## src/rtl/psrt_pkg.sv

```systemverilog
// Shared types, constants and helper functions for the page slot rotation table.
// No dependencies; every other file except the checker refers to it by scoped names.
package psrt_pkg;

   localparam int SLOT_COUNT = 16;
   localparam int IDX_W      = $clog2(SLOT_COUNT);
   localparam int PROD_W     = 26;

   localparam logic [15:0] DEFAULT_DWELL = 16'd600;
   localparam logic [15:0] ADDED_DWELL   = 16'd300;
   localparam logic [15:0] MIN_DWELL     = 16'd60;
   localparam logic [9:0]  MS_PER_S      = 10'd1000;
   localparam logic [2:0]  KIND_COUNT    = 3'd6;
   localparam logic [4:0]  MAX_HOUR      = 5'd23;
   localparam logic [4:0]  RESET_QFROM   = 5'd23;
   localparam logic [4:0]  RESET_QTO     = 5'd7;

   // action codes
   localparam logic [3:0] ACT_TICK       = 4'd0;
   localparam logic [3:0] ACT_DRAWN      = 4'd1;
   localparam logic [3:0] ACT_GOTO       = 4'd2;
   localparam logic [3:0] ACT_NEXT       = 4'd3;
   localparam logic [3:0] ACT_SET_ACTIVE = 4'd4;
   localparam logic [3:0] ACT_SET_DWELL  = 4'd5;
   localparam logic [3:0] ACT_PIN        = 4'd6;
   localparam logic [3:0] ACT_ADD        = 4'd7;
   localparam logic [3:0] ACT_MOVE       = 4'd8;
   localparam logic [3:0] ACT_REMOVE     = 4'd9;
   localparam logic [3:0] ACT_READ       = 4'd10;

   // register indexes
   localparam logic [1:0] CSR_ENABLE = 2'd0;
   localparam logic [1:0] CSR_QFROM  = 2'd1;
   localparam logic [1:0] CSR_QTO    = 2'd2;

   typedef enum logic [3:0] {
      ST_IDLE,
      ST_EXEC,
      ST_TICK_MUL,
      ST_TICK_CMP,
      ST_MOVE_RD,
      ST_MOVE_WR_S,
      ST_MOVE_WR_U,
      ST_DWELL_WR,
      ST_READ,
      ST_DONE
   } state_type;

   typedef enum logic [3:0] {
      STEP_NONE,
      STEP_CAPTURE,
      STEP_EXEC,
      STEP_TICK_MUL,
      STEP_TICK_CMP,
      STEP_MOVE_RD,
      STEP_MOVE_WR_S,
      STEP_MOVE_WR_U,
      STEP_DWELL_WR,
      STEP_READ,
      STEP_LOAD_RSP
   } step_type;

   typedef struct packed {
      step_type step;
   } cmd_type;

   typedef struct packed {
      logic [3:0] action;
      logic       go;
   } status_type;

   typedef struct packed {
      logic [2:0]  kind;
      logic [15:0] dwell;
   } entry_type;

   typedef struct packed {
      logic             found;
      logic [IDX_W-1:0] idx;
   } pick_type;

   function automatic entry_type reset_entry(input logic [IDX_W-1:0] idx);
      entry_type e;
      e = '0;
      if (idx == IDX_W'(0)) begin
         e.kind  = 3'd0;
         e.dwell = DEFAULT_DWELL;
      end else if (idx == IDX_W'(1)) begin
         e.kind  = 3'd1;
         e.dwell = ADDED_DWELL;
      end else if (idx == IDX_W'(2)) begin
         e.kind  = 3'd2;
         e.dwell = ADDED_DWELL;
      end
      return e;
   endfunction

   // lowest set bit
   function automatic pick_type first_set(input logic [SLOT_COUNT-1:0] v);
      pick_type p;
      p = '0;
      for (int i = SLOT_COUNT - 1; i >= 0; i--) begin
         if (v[i]) begin
            p.found = 1'b1;
            p.idx   = IDX_W'(i);
         end
      end
      return p;
   endfunction

   // highest set bit
   function automatic pick_type last_set(input logic [SLOT_COUNT-1:0] v);
      pick_type p;
      p = '0;
      for (int i = 0; i < SLOT_COUNT; i++) begin
         if (v[i]) begin
            p.found = 1'b1;
            p.idx   = IDX_W'(i);
         end
      end
      return p;
   endfunction

   // first set bit after cur, wrapping; cur itself counts last when incl is set
   function automatic pick_type next_after(input logic [SLOT_COUNT-1:0] v,
                                           input logic [IDX_W-1:0]      cur,
                                           input logic                  incl);
      logic [2*SLOT_COUNT-1:0] dbl;
      logic [SLOT_COUNT-1:0]   rot;
      pick_type                p;
      dbl = {v, v};
      rot = dbl[({1'b0, cur} + (IDX_W+1)'(1)) +: SLOT_COUNT];
      if (!incl) rot[SLOT_COUNT-1] = 1'b0;
      p = first_set(rot);
      p.idx = cur + IDX_W'(1) + p.idx;
      return p;
   endfunction

   function automatic logic in_quiet(input logic [4:0] qfrom,
                                     input logic [4:0] qto,
                                     input logic [4:0] hour);
      logic q;
      if (qfrom == qto)     q = 1'b0;
      else if (qfrom < qto) q = (hour >= qfrom) && (hour < qto);
      else                  q = (hour >= qfrom) || (hour < qto);
      return q;
   endfunction

endpackage

```

## src/rtl/psrt_ctrl.sv

```systemverilog
// Sequencer for the page slot rotation table: state machine and response valid.
// Depends on psrt_pkg; drives the datapath through cmd_type, reads status_type.
module psrt_ctrl (
   input  logic                   clock,
   input  logic                   reset,
   input  logic                   req_valid,
   output logic                   req_stall,
   output logic                   rsp_valid,
   input  logic                   rsp_stall,
   input  psrt_pkg::status_type   status,
   output psrt_pkg::cmd_type      cmd
);

   psrt_pkg::state_type state_ff, state_in;
   logic                rsp_valid_ff, rsp_valid_in;
   logic                out_free;

   assign out_free  = !rsp_valid_ff || !rsp_stall;
   assign req_stall = (state_ff != psrt_pkg::ST_IDLE);
   assign rsp_valid = rsp_valid_ff;

   always_comb begin
      state_in = state_ff;
      unique case (state_ff)
         psrt_pkg::ST_IDLE: begin
            if (req_valid) state_in = psrt_pkg::ST_EXEC;
         end
         psrt_pkg::ST_EXEC: begin
            unique case (status.action)
               psrt_pkg::ACT_TICK:
                  state_in = status.go ? psrt_pkg::ST_TICK_MUL : psrt_pkg::ST_DONE;
               psrt_pkg::ACT_SET_DWELL:
                  state_in = status.go ? psrt_pkg::ST_DWELL_WR : psrt_pkg::ST_DONE;
               psrt_pkg::ACT_MOVE:
                  state_in = status.go ? psrt_pkg::ST_MOVE_RD : psrt_pkg::ST_DONE;
               psrt_pkg::ACT_READ:
                  state_in = psrt_pkg::ST_READ;
               default:
                  state_in = psrt_pkg::ST_DONE;
            endcase
         end
         psrt_pkg::ST_TICK_MUL:  state_in = psrt_pkg::ST_TICK_CMP;
         psrt_pkg::ST_TICK_CMP:  state_in = psrt_pkg::ST_DONE;
         psrt_pkg::ST_MOVE_RD:   state_in = psrt_pkg::ST_MOVE_WR_S;
         psrt_pkg::ST_MOVE_WR_S: state_in = psrt_pkg::ST_MOVE_WR_U;
         psrt_pkg::ST_MOVE_WR_U: state_in = psrt_pkg::ST_DONE;
         psrt_pkg::ST_DWELL_WR:  state_in = psrt_pkg::ST_DONE;
         psrt_pkg::ST_READ:      state_in = psrt_pkg::ST_DONE;
         psrt_pkg::ST_DONE: begin
            if (out_free) state_in = psrt_pkg::ST_IDLE;
         end
         default: state_in = psrt_pkg::ST_IDLE;
      endcase
   end

   always_comb begin
      cmd.step     = psrt_pkg::STEP_NONE;
      rsp_valid_in = rsp_valid_ff && rsp_stall;
      unique case (state_ff)
         psrt_pkg::ST_IDLE: begin
            if (req_valid) cmd.step = psrt_pkg::STEP_CAPTURE;
         end
         psrt_pkg::ST_EXEC:      cmd.step = psrt_pkg::STEP_EXEC;
         psrt_pkg::ST_TICK_MUL:  cmd.step = psrt_pkg::STEP_TICK_MUL;
         psrt_pkg::ST_TICK_CMP:  cmd.step = psrt_pkg::STEP_TICK_CMP;
         psrt_pkg::ST_MOVE_RD:   cmd.step = psrt_pkg::STEP_MOVE_RD;
         psrt_pkg::ST_MOVE_WR_S: cmd.step = psrt_pkg::STEP_MOVE_WR_S;
         psrt_pkg::ST_MOVE_WR_U: cmd.step = psrt_pkg::STEP_MOVE_WR_U;
         psrt_pkg::ST_DWELL_WR:  cmd.step = psrt_pkg::STEP_DWELL_WR;
         psrt_pkg::ST_READ:      cmd.step = psrt_pkg::STEP_READ;
         psrt_pkg::ST_DONE: begin
            if (out_free) begin
               cmd.step     = psrt_pkg::STEP_LOAD_RSP;
               rsp_valid_in = 1'b1;
            end
         end
         default: cmd.step = psrt_pkg::STEP_NONE;
      endcase
   end

   always_ff @(posedge clock) begin
      if (reset) begin
         state_ff     <= psrt_pkg::ST_IDLE;
         rsp_valid_ff <= 1'b0;
      end else begin
         state_ff     <= state_in;
         rsp_valid_ff <= rsp_valid_in;
      end
   end

endmodule

```

## src/rtl/psrt_dp.sv

```systemverilog
// Datapath of the page slot rotation table: slot flags, kind/dwell memory,
// current slot, draw time, configuration and response registers. Depends on psrt_pkg.
module psrt_dp (
   input  logic                   clock,
   input  logic                   reset,
   input  psrt_pkg::cmd_type      cmd,
   output psrt_pkg::status_type   status,
   input  logic                   csr_we,
   input  logic [1:0]             csr_index,
   input  logic [4:0]             csr_wdata,
   input  logic [3:0]             req_action,
   input  logic [3:0]             req_slot,
   input  logic                   req_flag,
   input  logic [15:0]            req_dwell_seconds,
   input  logic [2:0]             req_page_kind,
   input  logic [31:0]            req_now_ms,
   input  logic [4:0]             req_hour_of_day,
   output logic                   rsp_ok,
   output logic [3:0]             rsp_result_slot,
   output logic [3:0]             rsp_current_slot,
   output logic                   rsp_entry_used,
   output logic                   rsp_entry_active,
   output logic [2:0]             rsp_entry_kind,
   output logic [15:0]            rsp_entry_dwell
);

   localparam int N = psrt_pkg::SLOT_COUNT;
   localparam int W = psrt_pkg::IDX_W;

   // configuration
   logic       en_ff;
   logic [4:0] qfrom_ff, qto_ff;

   // captured request
   logic [3:0]  act_ff;
   logic [W-1:0] slot_ff;
   logic        flag_ff;
   logic [15:0] dwell_ff;
   logic [2:0]  kind_ff;
   logic [31:0] now_ff;
   logic [4:0]  hour_ff;

   // table state
   logic [N-1:0] used_ff, used_in;
   logic [N-1:0] active_ff, active_in;
   logic [N-1:0] kd_valid_ff;
   logic [W-1:0] cur_ff, cur_in;
   logic [31:0]  last_ff, last_in;
   psrt_pkg::entry_type mem [N];

   // memory ports
   logic                mem_we;
   logic [W-1:0]        mem_wa;
   psrt_pkg::entry_type mem_wd;
   logic                rd_re;
   logic [W-1:0]        rd_ra;
   logic [W-1:0]        rd_addr_ff;
   logic                rd_valid_ff;
   psrt_pkg::entry_type mem_rd_ff;
   psrt_pkg::entry_type rd_data;

   // work registers
   logic [W-1:0]              u_ff, u_in;
   psrt_pkg::entry_type       hold_ff, hold_in;
   logic [psrt_pkg::PROD_W-1:0] prod_ff, prod_in;
   psrt_pkg::pick_type        nxt_ff, nxt_in;

   // pending result
   logic        ok_ff, ok_in;
   logic [W-1:0] res_ff, res_in;
   logic        eu_ff, eu_in, ea_ff, ea_in;
   logic [2:0]  ek_ff, ek_in;
   logic [15:0] ed_ff, ed_in;

   // decode helpers
   logic               s_used;
   logic [N-1:0]       s_hot;
   psrt_pkg::pick_type fix_pick, next_pick, free_pick, up_pick, down_pick, mv_pick, rm_pick;
   logic [W-1:0]       cur_fix;
   logic [N-1:0]       above_mask, below_mask;
   logic               move_go;
   logic [15:0]        eff_dwell;
   logic [31:0]        elapsed;

   assign rd_data = rd_valid_ff ? mem_rd_ff : psrt_pkg::reset_entry(rd_addr_ff);

   assign s_used     = used_ff[slot_ff];
   assign s_hot      = N'(1) << slot_ff;
   assign below_mask = s_hot - N'(1);
   assign above_mask = ~(below_mask | s_hot);
   assign fix_pick   = psrt_pkg::first_set(used_ff);
   assign cur_fix    = (!used_ff[cur_ff] && fix_pick.found) ? fix_pick.idx : cur_ff;
   assign next_pick  = psrt_pkg::next_after(used_ff, cur_ff, 1'b1);
   assign free_pick  = psrt_pkg::first_set(~used_ff);
   assign up_pick    = psrt_pkg::first_set(used_ff & above_mask);
   assign down_pick  = psrt_pkg::last_set(used_ff & below_mask);
   assign mv_pick    = flag_ff ? up_pick : down_pick;
   assign rm_pick    = psrt_pkg::first_set(used_ff & ~s_hot);
   assign move_go    = s_used && mv_pick.found && (slot_ff != W'(0)) && (mv_pick.idx != W'(0));
   assign eff_dwell  = (rd_data.dwell == 16'd0) ? psrt_pkg::DEFAULT_DWELL : rd_data.dwell;
   assign elapsed    = now_ff - last_ff;

   always_comb begin
      status.action = act_ff;
      case (act_ff)
         psrt_pkg::ACT_TICK:      status.go = en_ff && !psrt_pkg::in_quiet(qfrom_ff, qto_ff, hour_ff);
         psrt_pkg::ACT_SET_DWELL: status.go = s_used;
         psrt_pkg::ACT_MOVE:      status.go = move_go;
         default:                 status.go = 1'b0;
      endcase
   end

   always_comb begin
      used_in   = used_ff;
      active_in = active_ff;
      cur_in    = cur_ff;
      last_in   = last_ff;
      u_in      = u_ff;
      hold_in   = hold_ff;
      prod_in   = prod_ff;
      nxt_in    = nxt_ff;
      ok_in     = ok_ff;
      res_in    = res_ff;
      eu_in     = eu_ff;
      ea_in     = ea_ff;
      ek_in     = ek_ff;
      ed_in     = ed_ff;
      mem_we    = 1'b0;
      mem_wa    = slot_ff;
      mem_wd    = '0;
      rd_re     = 1'b0;
      rd_ra     = slot_ff;
      case (cmd.step)
         psrt_pkg::STEP_CAPTURE: begin
            ok_in  = 1'b0;
            res_in = '0;
            eu_in  = 1'b0;
            ea_in  = 1'b0;
            ek_in  = '0;
            ed_in  = '0;
         end
         psrt_pkg::STEP_EXEC: begin
            case (act_ff)
               psrt_pkg::ACT_TICK: begin
                  if (status.go) begin
                     cur_in = cur_fix;
                     rd_re  = 1'b1;
                     rd_ra  = cur_fix;
                     nxt_in = psrt_pkg::next_after(used_ff & active_ff, cur_fix, 1'b0);
                  end
               end
               psrt_pkg::ACT_DRAWN: begin
                  last_in = now_ff;
                  ok_in   = 1'b1;
               end
               psrt_pkg::ACT_GOTO: begin
                  if (s_used) begin
                     cur_in = slot_ff;
                     ok_in  = 1'b1;
                  end
               end
               psrt_pkg::ACT_NEXT: begin
                  if (next_pick.found) cur_in = next_pick.idx;
                  ok_in = 1'b1;
               end
               psrt_pkg::ACT_SET_ACTIVE: begin
                  if (s_used) begin
                     active_in[slot_ff] = flag_ff;
                     ok_in = 1'b1;
                  end
               end
               psrt_pkg::ACT_SET_DWELL: begin
                  rd_re = 1'b1;
               end
               psrt_pkg::ACT_PIN: begin
                  if (s_used) begin
                     active_in = s_hot;
                     cur_in    = slot_ff;
                     ok_in     = 1'b1;
                  end
               end
               psrt_pkg::ACT_ADD: begin
                  if (kind_ff < psrt_pkg::KIND_COUNT && free_pick.found) begin
                     used_in[free_pick.idx]   = 1'b1;
                     active_in[free_pick.idx] = 1'b0;
                     mem_we       = 1'b1;
                     mem_wa       = free_pick.idx;
                     mem_wd.kind  = kind_ff;
                     mem_wd.dwell = psrt_pkg::ADDED_DWELL;
                     ok_in        = 1'b1;
                     res_in       = free_pick.idx;
                  end
               end
               psrt_pkg::ACT_MOVE: begin
                  if (move_go) begin
                     u_in = mv_pick.idx;
                     used_in[slot_ff]        = used_ff[mv_pick.idx];
                     used_in[mv_pick.idx]    = used_ff[slot_ff];
                     active_in[slot_ff]      = active_ff[mv_pick.idx];
                     active_in[mv_pick.idx]  = active_ff[slot_ff];
                     if (cur_ff == slot_ff)          cur_in = mv_pick.idx;
                     else if (cur_ff == mv_pick.idx) cur_in = slot_ff;
                     rd_re = 1'b1;
                     ok_in = 1'b1;
                  end
               end
               psrt_pkg::ACT_REMOVE: begin
                  if (s_used && slot_ff != W'(0)) begin
                     used_in[slot_ff]   = 1'b0;
                     active_in[slot_ff] = 1'b0;
                     mem_we = 1'b1;
                     if (cur_ff == slot_ff && rm_pick.found) cur_in = rm_pick.idx;
                     ok_in = 1'b1;
                  end
               end
               psrt_pkg::ACT_READ: begin
                  rd_re = 1'b1;
                  ok_in = 1'b1;
                  eu_in = used_ff[slot_ff];
                  ea_in = active_ff[slot_ff];
               end
               default: ;
            endcase
         end
         psrt_pkg::STEP_TICK_MUL: begin
            prod_in = psrt_pkg::PROD_W'(eff_dwell) * psrt_pkg::PROD_W'(psrt_pkg::MS_PER_S);
         end
         psrt_pkg::STEP_TICK_CMP: begin
            if (elapsed >= 32'(prod_ff) && nxt_ff.found) begin
               ok_in  = 1'b1;
               res_in = nxt_ff.idx;
            end
         end
         psrt_pkg::STEP_MOVE_RD: begin
            hold_in = rd_data;
            rd_re   = 1'b1;
            rd_ra   = u_ff;
         end
         psrt_pkg::STEP_MOVE_WR_S: begin
            mem_we = 1'b1;
            mem_wd = rd_data;
         end
         psrt_pkg::STEP_MOVE_WR_U: begin
            mem_we = 1'b1;
            mem_wa = u_ff;
            mem_wd = hold_ff;
         end
         psrt_pkg::STEP_DWELL_WR: begin
            mem_we       = 1'b1;
            mem_wd.kind  = rd_data.kind;
            mem_wd.dwell = (dwell_ff < psrt_pkg::MIN_DWELL) ? psrt_pkg::MIN_DWELL : dwell_ff;
            ok_in        = 1'b1;
         end
         psrt_pkg::STEP_READ: begin
            ek_in = rd_data.kind;
            ed_in = rd_data.dwell;
         end
         default: ;
      endcase
   end

   // control state and configuration
   always_ff @(posedge clock) begin
      if (reset) begin
         en_ff       <= 1'b0;
         qfrom_ff    <= psrt_pkg::RESET_QFROM;
         qto_ff      <= psrt_pkg::RESET_QTO;
         used_ff     <= N'(3'b111);
         active_ff   <= N'(1);
         kd_valid_ff <= '0;
         cur_ff      <= '0;
         last_ff     <= '0;
      end else begin
         used_ff   <= used_in;
         active_ff <= active_in;
         cur_ff    <= cur_in;
         last_ff   <= last_in;
         if (mem_we) kd_valid_ff[mem_wa] <= 1'b1;
         if (csr_we) begin
            case (csr_index)
               psrt_pkg::CSR_ENABLE: en_ff <= csr_wdata[0];
               psrt_pkg::CSR_QFROM: begin
                  if (csr_wdata <= psrt_pkg::MAX_HOUR) qfrom_ff <= csr_wdata;
               end
               psrt_pkg::CSR_QTO: begin
                  if (csr_wdata <= psrt_pkg::MAX_HOUR) qto_ff <= csr_wdata;
               end
               default: ;
            endcase
         end
      end
   end

   // kind/dwell memory, registered read
   always_ff @(posedge clock) begin
      if (mem_we) mem[mem_wa] <= mem_wd;
      if (rd_re) begin
         mem_rd_ff   <= mem[rd_ra];
         rd_valid_ff <= kd_valid_ff[rd_ra];
         rd_addr_ff  <= rd_ra;
      end
   end

   // payload registers
   always_ff @(posedge clock) begin
      if (cmd.step == psrt_pkg::STEP_CAPTURE) begin
         act_ff   <= req_action;
         slot_ff  <= W'(req_slot);
         flag_ff  <= req_flag;
         dwell_ff <= req_dwell_seconds;
         kind_ff  <= req_page_kind;
         now_ff   <= req_now_ms;
         hour_ff  <= req_hour_of_day;
      end
      u_ff    <= u_in;
      hold_ff <= hold_in;
      prod_ff <= prod_in;
      nxt_ff  <= nxt_in;
      ok_ff   <= ok_in;
      res_ff  <= res_in;
      eu_ff   <= eu_in;
      ea_ff   <= ea_in;
      ek_ff   <= ek_in;
      ed_ff   <= ed_in;
      if (cmd.step == psrt_pkg::STEP_LOAD_RSP) begin
         rsp_ok           <= ok_ff;
         rsp_result_slot  <= 4'(res_ff);
         rsp_current_slot <= 4'(cur_ff);
         rsp_entry_used   <= eu_ff;
         rsp_entry_active <= ea_ff;
         rsp_entry_kind   <= ek_ff;
         rsp_entry_dwell  <= ed_ff;
      end
   end

endmodule

```

## src/rtl/page_slot_rotation_table_top.sv

```systemverilog
// Page slot rotation table top: one request in, one response out per request.
// Response valid follows execute, plus a read step for read, a write step for set dwell on a
// used slot, multiply and compare steps for a tick past the enable and quiet checks, and
// read and write steps for a slot swap. Take the next request once the response loads.
// Reset (synchronous, active high) restores slots 0..2, current slot 0, quiet 23..7.
// Depends on psrt_pkg, psrt_ctrl and psrt_dp.
module page_slot_rotation_table_top (
   input  logic        clock,
   input  logic        reset,
   // request channel
   input  logic        req_valid,
   output logic        req_stall,
   input  logic [3:0]  req_action,
   input  logic [3:0]  req_slot,
   input  logic        req_flag,
   input  logic [15:0] req_dwell_seconds,
   input  logic [2:0]  req_page_kind,
   input  logic [31:0] req_now_ms,
   input  logic [4:0]  req_hour_of_day,
   // response channel
   output logic        rsp_valid,
   input  logic        rsp_stall,
   output logic        rsp_ok,
   output logic [3:0]  rsp_result_slot,
   output logic [3:0]  rsp_current_slot,
   output logic        rsp_entry_used,
   output logic        rsp_entry_active,
   output logic [2:0]  rsp_entry_kind,
   output logic [15:0] rsp_entry_dwell,
   // register write channel
   input  logic        csr_valid,
   output logic        csr_ready,
   input  logic [1:0]  csr_index,
   input  logic [4:0]  csr_wdata
);

   psrt_pkg::cmd_type    cmd;
   psrt_pkg::status_type status;

   // The user must change registers only while idle; unenforced, each write is taken at once.
   assign csr_ready = 1'b1;

   // Sequence each request: capture, execute, optional table steps, load response.
   // The kind/dwell table has registered reads and one write port, so a move swaps
   // its two entries one per cycle.
   psrt_ctrl u_ctrl (
      .clock     (clock),
      .reset     (reset),
      .req_valid (req_valid),
      .req_stall (req_stall),
      .rsp_valid (rsp_valid),
      .rsp_stall (rsp_stall),
      .status    (status),
      .cmd       (cmd)
   );

   // Hold the table, timing state and the response payload.
   psrt_dp u_dp (
      .clock             (clock),
      .reset             (reset),
      .cmd               (cmd),
      .status            (status),
      .csr_we            (csr_valid && csr_ready),
      .csr_index         (csr_index),
      .csr_wdata         (csr_wdata),
      .req_action        (req_action),
      .req_slot          (req_slot),
      .req_flag          (req_flag),
      .req_dwell_seconds (req_dwell_seconds),
      .req_page_kind     (req_page_kind),
      .req_now_ms        (req_now_ms),
      .req_hour_of_day   (req_hour_of_day),
      .rsp_ok            (rsp_ok),
      .rsp_result_slot   (rsp_result_slot),
      .rsp_current_slot  (rsp_current_slot),
      .rsp_entry_used    (rsp_entry_used),
      .rsp_entry_active  (rsp_entry_active),
      .rsp_entry_kind    (rsp_entry_kind),
      .rsp_entry_dwell   (rsp_entry_dwell)
   );

endmodule

```

## config.mk

```make
export PLATFORM = sky130hd
export DESIGN_NAME = page_slot_rotation_table_top
export DESIGN_NICKNAME = d
export VERILOG_FILES = /design/src/rtl/psrt_pkg.sv /design/src/rtl/psrt_ctrl.sv /design/src/rtl/psrt_dp.sv /design/src/rtl/page_slot_rotation_table_top.sv
export SDC_FILE = /design/constraint.sdc
export NUM_CORES = 2
export LEC_CHECK = 0
export ABC_AREA = 1
export BUFFER_PORTS_ARGS = -buffer_cell sky130_fd_sc_hd__buf_2
export CAP_MARGIN = 15
export CORE_MARGIN = 4
export CORE_UTILIZATION = 59
export CTS_BUF_LIST = sky130_fd_sc_hd__clkbuf_8
export DETAILED_ROUTE_END_ITERATION = 6
export GPL_ROUTABILITY_DRIVEN = 0
export HOLD_SLACK_MARGIN = 0.12
export PLACE_DENSITY = 0.76
export RECOVER_POWER = 100
export SYNTH_ARGS = -nofsm -noshare
export SYNTH_HDL_FRONTEND = slang
export SYNTH_SLANG_ARGS = --single-unit
```

## constraint.sdc

```tcl
create_clock -name clock -period 6.6 [get_ports clock]
set_input_delay 0.66 -clock clock [delete_from_list [all_inputs] [get_ports clock]]
set_output_delay 0.66 -clock clock [all_outputs]
set_load 0.02 [all_outputs]
```

Word-level counts from Yosys, hierarchy flattened:

Memories as Yosys holds them, arrays and structs flattened. A register that Yosys moved wholly into a read port is not among the register bits.
Index checks and enable logic that the tools add are counted.

* add/subtract/negate cells: 8
* eq/ne operators: 57
* shift-type cells: 3
* bitwise operators: 15
* order comparisons: 17
* reduce and logical (&&, ||, !) cells: 55
* multiply operators: 1
* multiplexer cells: 222

Operators with widths (count)
* $mux W5: 116
* $mux W16: 10
* $and A16 B16 Y16: 7
* $mux W19: 5
* $mux W4: 22
* $bwmux W16: 5
* $not A16 Y16: 5
* $pmux W16 S5: 1
* $pmux W19 S4: 1
* $eq A4 B3 Y1 const B: 12
* $or A16 B16 Y16: 3
* $pmux W16 S3: 1
* $pmux W4 S10: 1
* $eq A4 B4 Y1 const B: 8
* $ge A32 B26 Y1: 1
* $mux W1: 32
* $pmux W16 S2: 1
* $shiftx A32 B6 Y15: 1
* $shiftx A32 B6 Y16: 1
* $sub A32 B32 Y32: 1
* $lt A4 B5 Y1 const B: 6
* $eq A4 B2 Y1 const B: 7
* $pmux W4 S7: 1
* $bmux W1 S4: 6
* other kinds (52): 124

* memory bits (writable): 304
* memories kept: 1
* register bits: 277
* logic and storage cells: 417
* bits of input ports: 77

Memory list
* u_dp.mem: words 16, width 19, rd ports 1, clocked after Yosys merged registers in 1, wr ports 1, line psrt_dp.sv:49 `psrt_pkg::entry_type mem [N];`

Logic depth before layout (Yosys ltp):

* word-level depth: 49
* gate-level depth with buffers: 43
* mapped depth without buffers: 41

By module:

From an unflattened synthesis, not the netlist that was laid out.

* cells, all modules: 3698
* area total of the unflattened synthesis: 34224.1 µm²

Modules (own cells, without submodules)
* psrt_dp: times used 1, area each 33759.9 µm², seq. area each 16916.2 µm², cells each 3614
* psrt_ctrl: times used 1, area each 452.9 µm², seq. area each 100.1 µm², cells each 82
* page_slot_rotation_table_top: times used 1, area each 11.3 µm², seq. area each 0.0 µm², cells each 2

Least setup slack after synthesis:

Ideal clock, no wire load.

* kind: reg2reg
* start: register u_dp.rd_addr_ff[3]
* end: register u_dp.prod_ff[24] (netlist bit), data pin
* setup slack: -0.226 ns
* stages on the path, launching flop included: 34
* setup time: 0.257 ns
* arrival: 6.569 ns
* cell sequence: edfxtp_1 -> nor2_1 -> inv_1 -> nor2_1 -> inv_1 -> o21ai_0 -> nor2_1 -> nor2_1 -> nand4_1 -> nor4_1 -> nor2_1 -> inv_1 -> fa_1 -> fa_1 -> fa_1 -> fa_1 -> ha_1 -> a21oi_1 -> nand2_1 -> nand2_1 -> o211ai_1 -> a31o_2 -> nand2_1 -> inv_1 -> o21ai_0 -> nand2_1 -> a21o_1 -> a21oi_1 -> o21bai_1 -> a21oi_1 -> nor2_1 -> o21ai_0 -> nand2_1 -> xor2_1

* word-level cells in the longest chain between the ends: 8
* elaborated cells on any way between the ends: 10

Ends and longest elaborated chain
* from (decl): line psrt_dp.sv:57 `logic [W-1:0] rd_addr_ff;`
* from (signal assigned): line psrt_dp.sv:300 `rd_addr_ff <= rd_ra;`
* $eq A4 B2 Y1: line psrt_pkg.sv:91 `end else if (idx == IDX_W'(2)) begin`
* $mux W18: line psrt_pkg.sv:91
* $mux W19: line psrt_pkg.sv:88 `end else if (idx == IDX_W'(1)) begin`
* $mux W19 (*): line psrt_pkg.sv:85 `if (idx == IDX_W'(0)) begin`
* $mux W19 (*): line psrt_dp.sv:85 `assign rd_data = rd_valid_ff ? mem_rd_ff : psrt_pkg::reset_entry(rd_addr_ff);`
* $logic_not A16 Y1: line psrt_dp.sv:100 `assign eff_dwell = (rd_data.dwell == 16'd0) ? psrt_pkg::DEFAULT_DWELL : rd_data.dwell;`
* $mux W16 (*): line psrt_dp.sv:100
* $mul A16 B7 Y23 (*): line psrt_dp.sv:226 `prod_in = psrt_pkg::PROD_W'(eff_dwell) * psrt_pkg::PROD_W'(psrt_pkg::MS_PER_S);`
* to (signal assigned): line psrt_dp.sv:317 `prod_ff <= prod_in;`
* to (decl): line psrt_dp.sv:65 `logic [psrt_pkg::PROD_W-1:0] prod_ff, prod_in;`

Mark *: on every way between the ends. The rest lies on a longest branch, timed or not.
A chain may end at the register's enable or synchronous reset.

==> results_dict.tcl <==
set metrics [dict create \
    dr.pass1.iters 7 \
    synth.distinct_cells 69 \
    clk_pin_slew_ps 60 \
    io_pins 110 \
    drt_iter0_markers 3594 \
    fp.coreArea_um2 56710 \
    leakage_nw 16.17 \
    synth_edf_count 500 \
    power.density_nw_per_um2 310.6 \
    setup_viol 0 \
    max_stage_delay_ps 590 \
    overflow 0 \
    htree_levels 3 \
    cts_tree "yes" \
    ff2ff_path_depth 33 \
    r2r_slack_ps 220 \
    viasPerCell 5.973 \
    area_growth_pct 12.70 \
    fmax_mhz 156.7 \
    cp_slowest_cell "fa_1" \
    dp.cells 4414 \
    detail_route.wl_per_cell_um 20.24 \
    min_period_ps 6381 \
    rr_startpoint "u_dp.rd_addr_ff[2]" \
    outcome "finished, violations left" \
    endpoint_kind "flip-flop" \
    worst_pin_slew_ps 1405 \
    cp.arrival_ps 6840 \
    syn_area_um2 33960 \
    multi_input_area_um2 14720 \
    postRouteAntennaNets 0 \
    synth-main-ff-cell "edfxtp_1" \
    start_util_pct 59.88 \
    dieArea_um2 61470 \
    rows 87 \
    ir_worst_vdd_mv 0.2348 \
    finalClockSkew_ps 26.53 \
    numClockSinks 600 \
    worstHoldPathCells 3 \
    vias 27888 \
    synthCells 3638 \
    dp_hpwl_um 62200 \
    required_ps 7060 \
    path_max_fanout 6 \
    p_total_mw 11.89 \
    cts_max_path_buffers 3 \
    grt_pass1_vias 25878 \
    ys_seq_area_share_pct 50.10 \
    antenna_found_initial 0 \
    track_usage_pct 29.98 \
    finalWirelength_um 94510 \
    layout-drive-gt1-share_pct 14.17 \
    n_fill_cell 4395 \
    numCtsBuffers 97 \
    maxCapViolCount 0 \
    ys_ff_latch 600 \
    critPathKind "flip-flop to flip-flop" \
    clockRootBuffer "clkbuf_8" \
    relSlewSlack_pct 6.342 \
    min_from "csr_wdata[2]" \
    regArea_um2 17020 \
    remaining_drc_errors 44 \
    layout.nets 4111 \
    clock_latency_ps 720 \
    fin_cells 4669 \
    ys_async_sr_fraction_pct 0 \
    rr_endpoint "u_dp.prod_ff[24]" \
    synth_nets 3912 \
    grt_pass1_wl_um 143300 \
    min_delay_worst_endpoint "u_dp.qto_ff[2]" \
    chipWidth_um 247.9 \
    yosys_warnings 0 \
    violations "DRC" \
    finalMaxSlewViolations 0 \
    min_path_type "primary input to flip-flop" \
    die_h_um 247.9 \
    hold_viol 0 \
    cp-start-kind "flip-flop" \
    grt_max_degree 102 \
    period_share_pct 96.67 \
    port-buffer-count 108 \
    avgSynthCellArea_um2 9.336 \
]
-- cells in the mapped netlist (all sizes together), types with 85 or more instances --
| master | instances | area (µm²) |
|---|---|---|
| nand3 | 171 | 898.4 |
| clkbuf | 96 | 360.4 |
| or2 | 96 | 600.6 |
| nor2 | 370 | 1481 |
| dfxtp | 100 | 2002 |
| inv | 453 | 1710 |
| a21oi | 202 | 1018 |
| edfxtp | 500 | 15010 |
| o221ai | 85 | 744.5 |
| nand2 | 545 | 2153 |
| ha | 140 | 1752 |
| o21ai | 423 | 2166 |
-- how the worst max path moves through the flow --
stage	cells after the start	to	startpoint	slack [ps]
floorplan	33	u_dp.prod_ff[24]	u_dp.rd_addr_ff[3]	20
global placement	32	u_dp.prod_ff[25]	u_dp.rd_addr_ff[3]	100
detailed placement	32	u_dp.prod_ff[25]	u_dp.rd_addr_ff[3]	-240
CTS	32	u_dp.prod_ff[25]	u_dp.rd_addr_ff[3]	2
global route	34	u_dp.prod_ff[24]	u_dp.rd_addr_ff[3]	-120
finish	33	u_dp.prod_ff[24]	u_dp.rd_addr_ff[2]	220
-- timing repair --
action | in CTS | in global routing
gates resized for setup | 5 | 35
hold buffers | 64 | 0
hold endpoints to repair | 64 | 0
pin swaps | 0 | 25
buffers inserted | 0 | 6
setup endpoints to repair | 2 | 4
-- worst max-delay path: cells and delay by family (launching register included) --
kind | cells | cell delay [ps]
buf+inv | 6 | 610
fa+ha+maj | 5 | 2440
flops | 1 | 360
compound gates | 9 | 1430
xor+xnor | 1 | 140
simple gates | 12 | 1160
-- flip-flops by register name, indices dropped and copies added, names as in the netlist, 5 cells and up, named ones only --
signal                cells
u_dp.ed_ff               16
u_dp.hour_ff              5
u_dp.now_ff              32
u_dp.kd_valid_ff         16
u_dp.qto_ff               5
u_dp.rsp_entry_dwell     16
u_dp.mem                304
u_dp.last_ff             32
u_dp.qfrom_ff             5
u_dp.used_ff             16
u_dp.dwell_ff            16
u_dp.nxt_ff               5
u_dp.mem_rd_ff           19
u_dp.hold_ff             19
u_dp.prod_ff             23
-- cell usage in the layout (no fill, tap or decap), types with 80 or more instances in the layout --
master    count
o221ai_1     85
dfxtp_1     100
nand3_1     167
clkbuf_8    103
or2_2        93
nand2_1     520
a21oi_1     196
nor2_1      332
inv_1       443
buf_4        80
buf_2       100
ha_1        135
o21ai_0     360
edfxtp_1    500
-- cell families (layout without fill, tap and decap cells) --
| family | Yosys count | after routing | synth area share [%] |
|---|---|---|---|
| flops | 600 | 600 | 50.10 |
| buf+inv | 612 | 885 | 7.213 |
| simple gates | 1242 | 1242 | 16.17 |
| other cells | 1 | 3 | 0.01104 |
| mux | 9 | 9 | 0.2653 |
| compound gates | 921 | 921 | 16.28 |
| fa+ha+maj | 197 | 197 | 8.518 |
| xor+xnor | 56 | 56 | 1.444 |
-- layout make-up --
type	count	area share (%)
Multi-Input combinational cell	2426	38.47
Clock buffer	103	3.704
Clock inverter	70	1.612
Timing Repair Buffer	256	4.756
Tap cell	756	2.471
Antenna cell	2	0.01308
Sequential cell	600	44.46
Inverter	456	4.521
-- layer usage --
metal  up-vias  routed length (µm)  track usage (%)  share of wire [%]
met2      1644               42110            46.73                 45
met5         -                   0                0                  0
met4         0                4131            12.15                4.4
met3       288               10780            6.525                 11
met1     12933               37480            41.21                 40
li1      13023                   -                -                  -
-- metrics by stage --
stage          hold slack, ps  TNS, ps  setup WS [ps]  util, %  instance area, µm²
6_report                176.1        0          219.5    67.49               38280
5_1_grt                 172.6   -214.3         -120.3    67.48               38270
4_1_cts                 134.5        0          1.894    67.07               38040
3_5_place_dp            404.5   -239.5         -236.2    62.34               35350
3_3_place_gp            402.7        0          99.09    62.34               35350
2_1_floorplan           400.3        0          16.76        -               33970
-- where the power goes --
part           switching, mW  internal [mW]  total [mW]
Clock                   1.52           1.88        3.41
Sequential             0.120           4.36        4.48
Combinational           2.56           1.44        4.00
Total                   4.21           7.68        11.9
No activity file was read; power rests on OpenSTA's default activity.
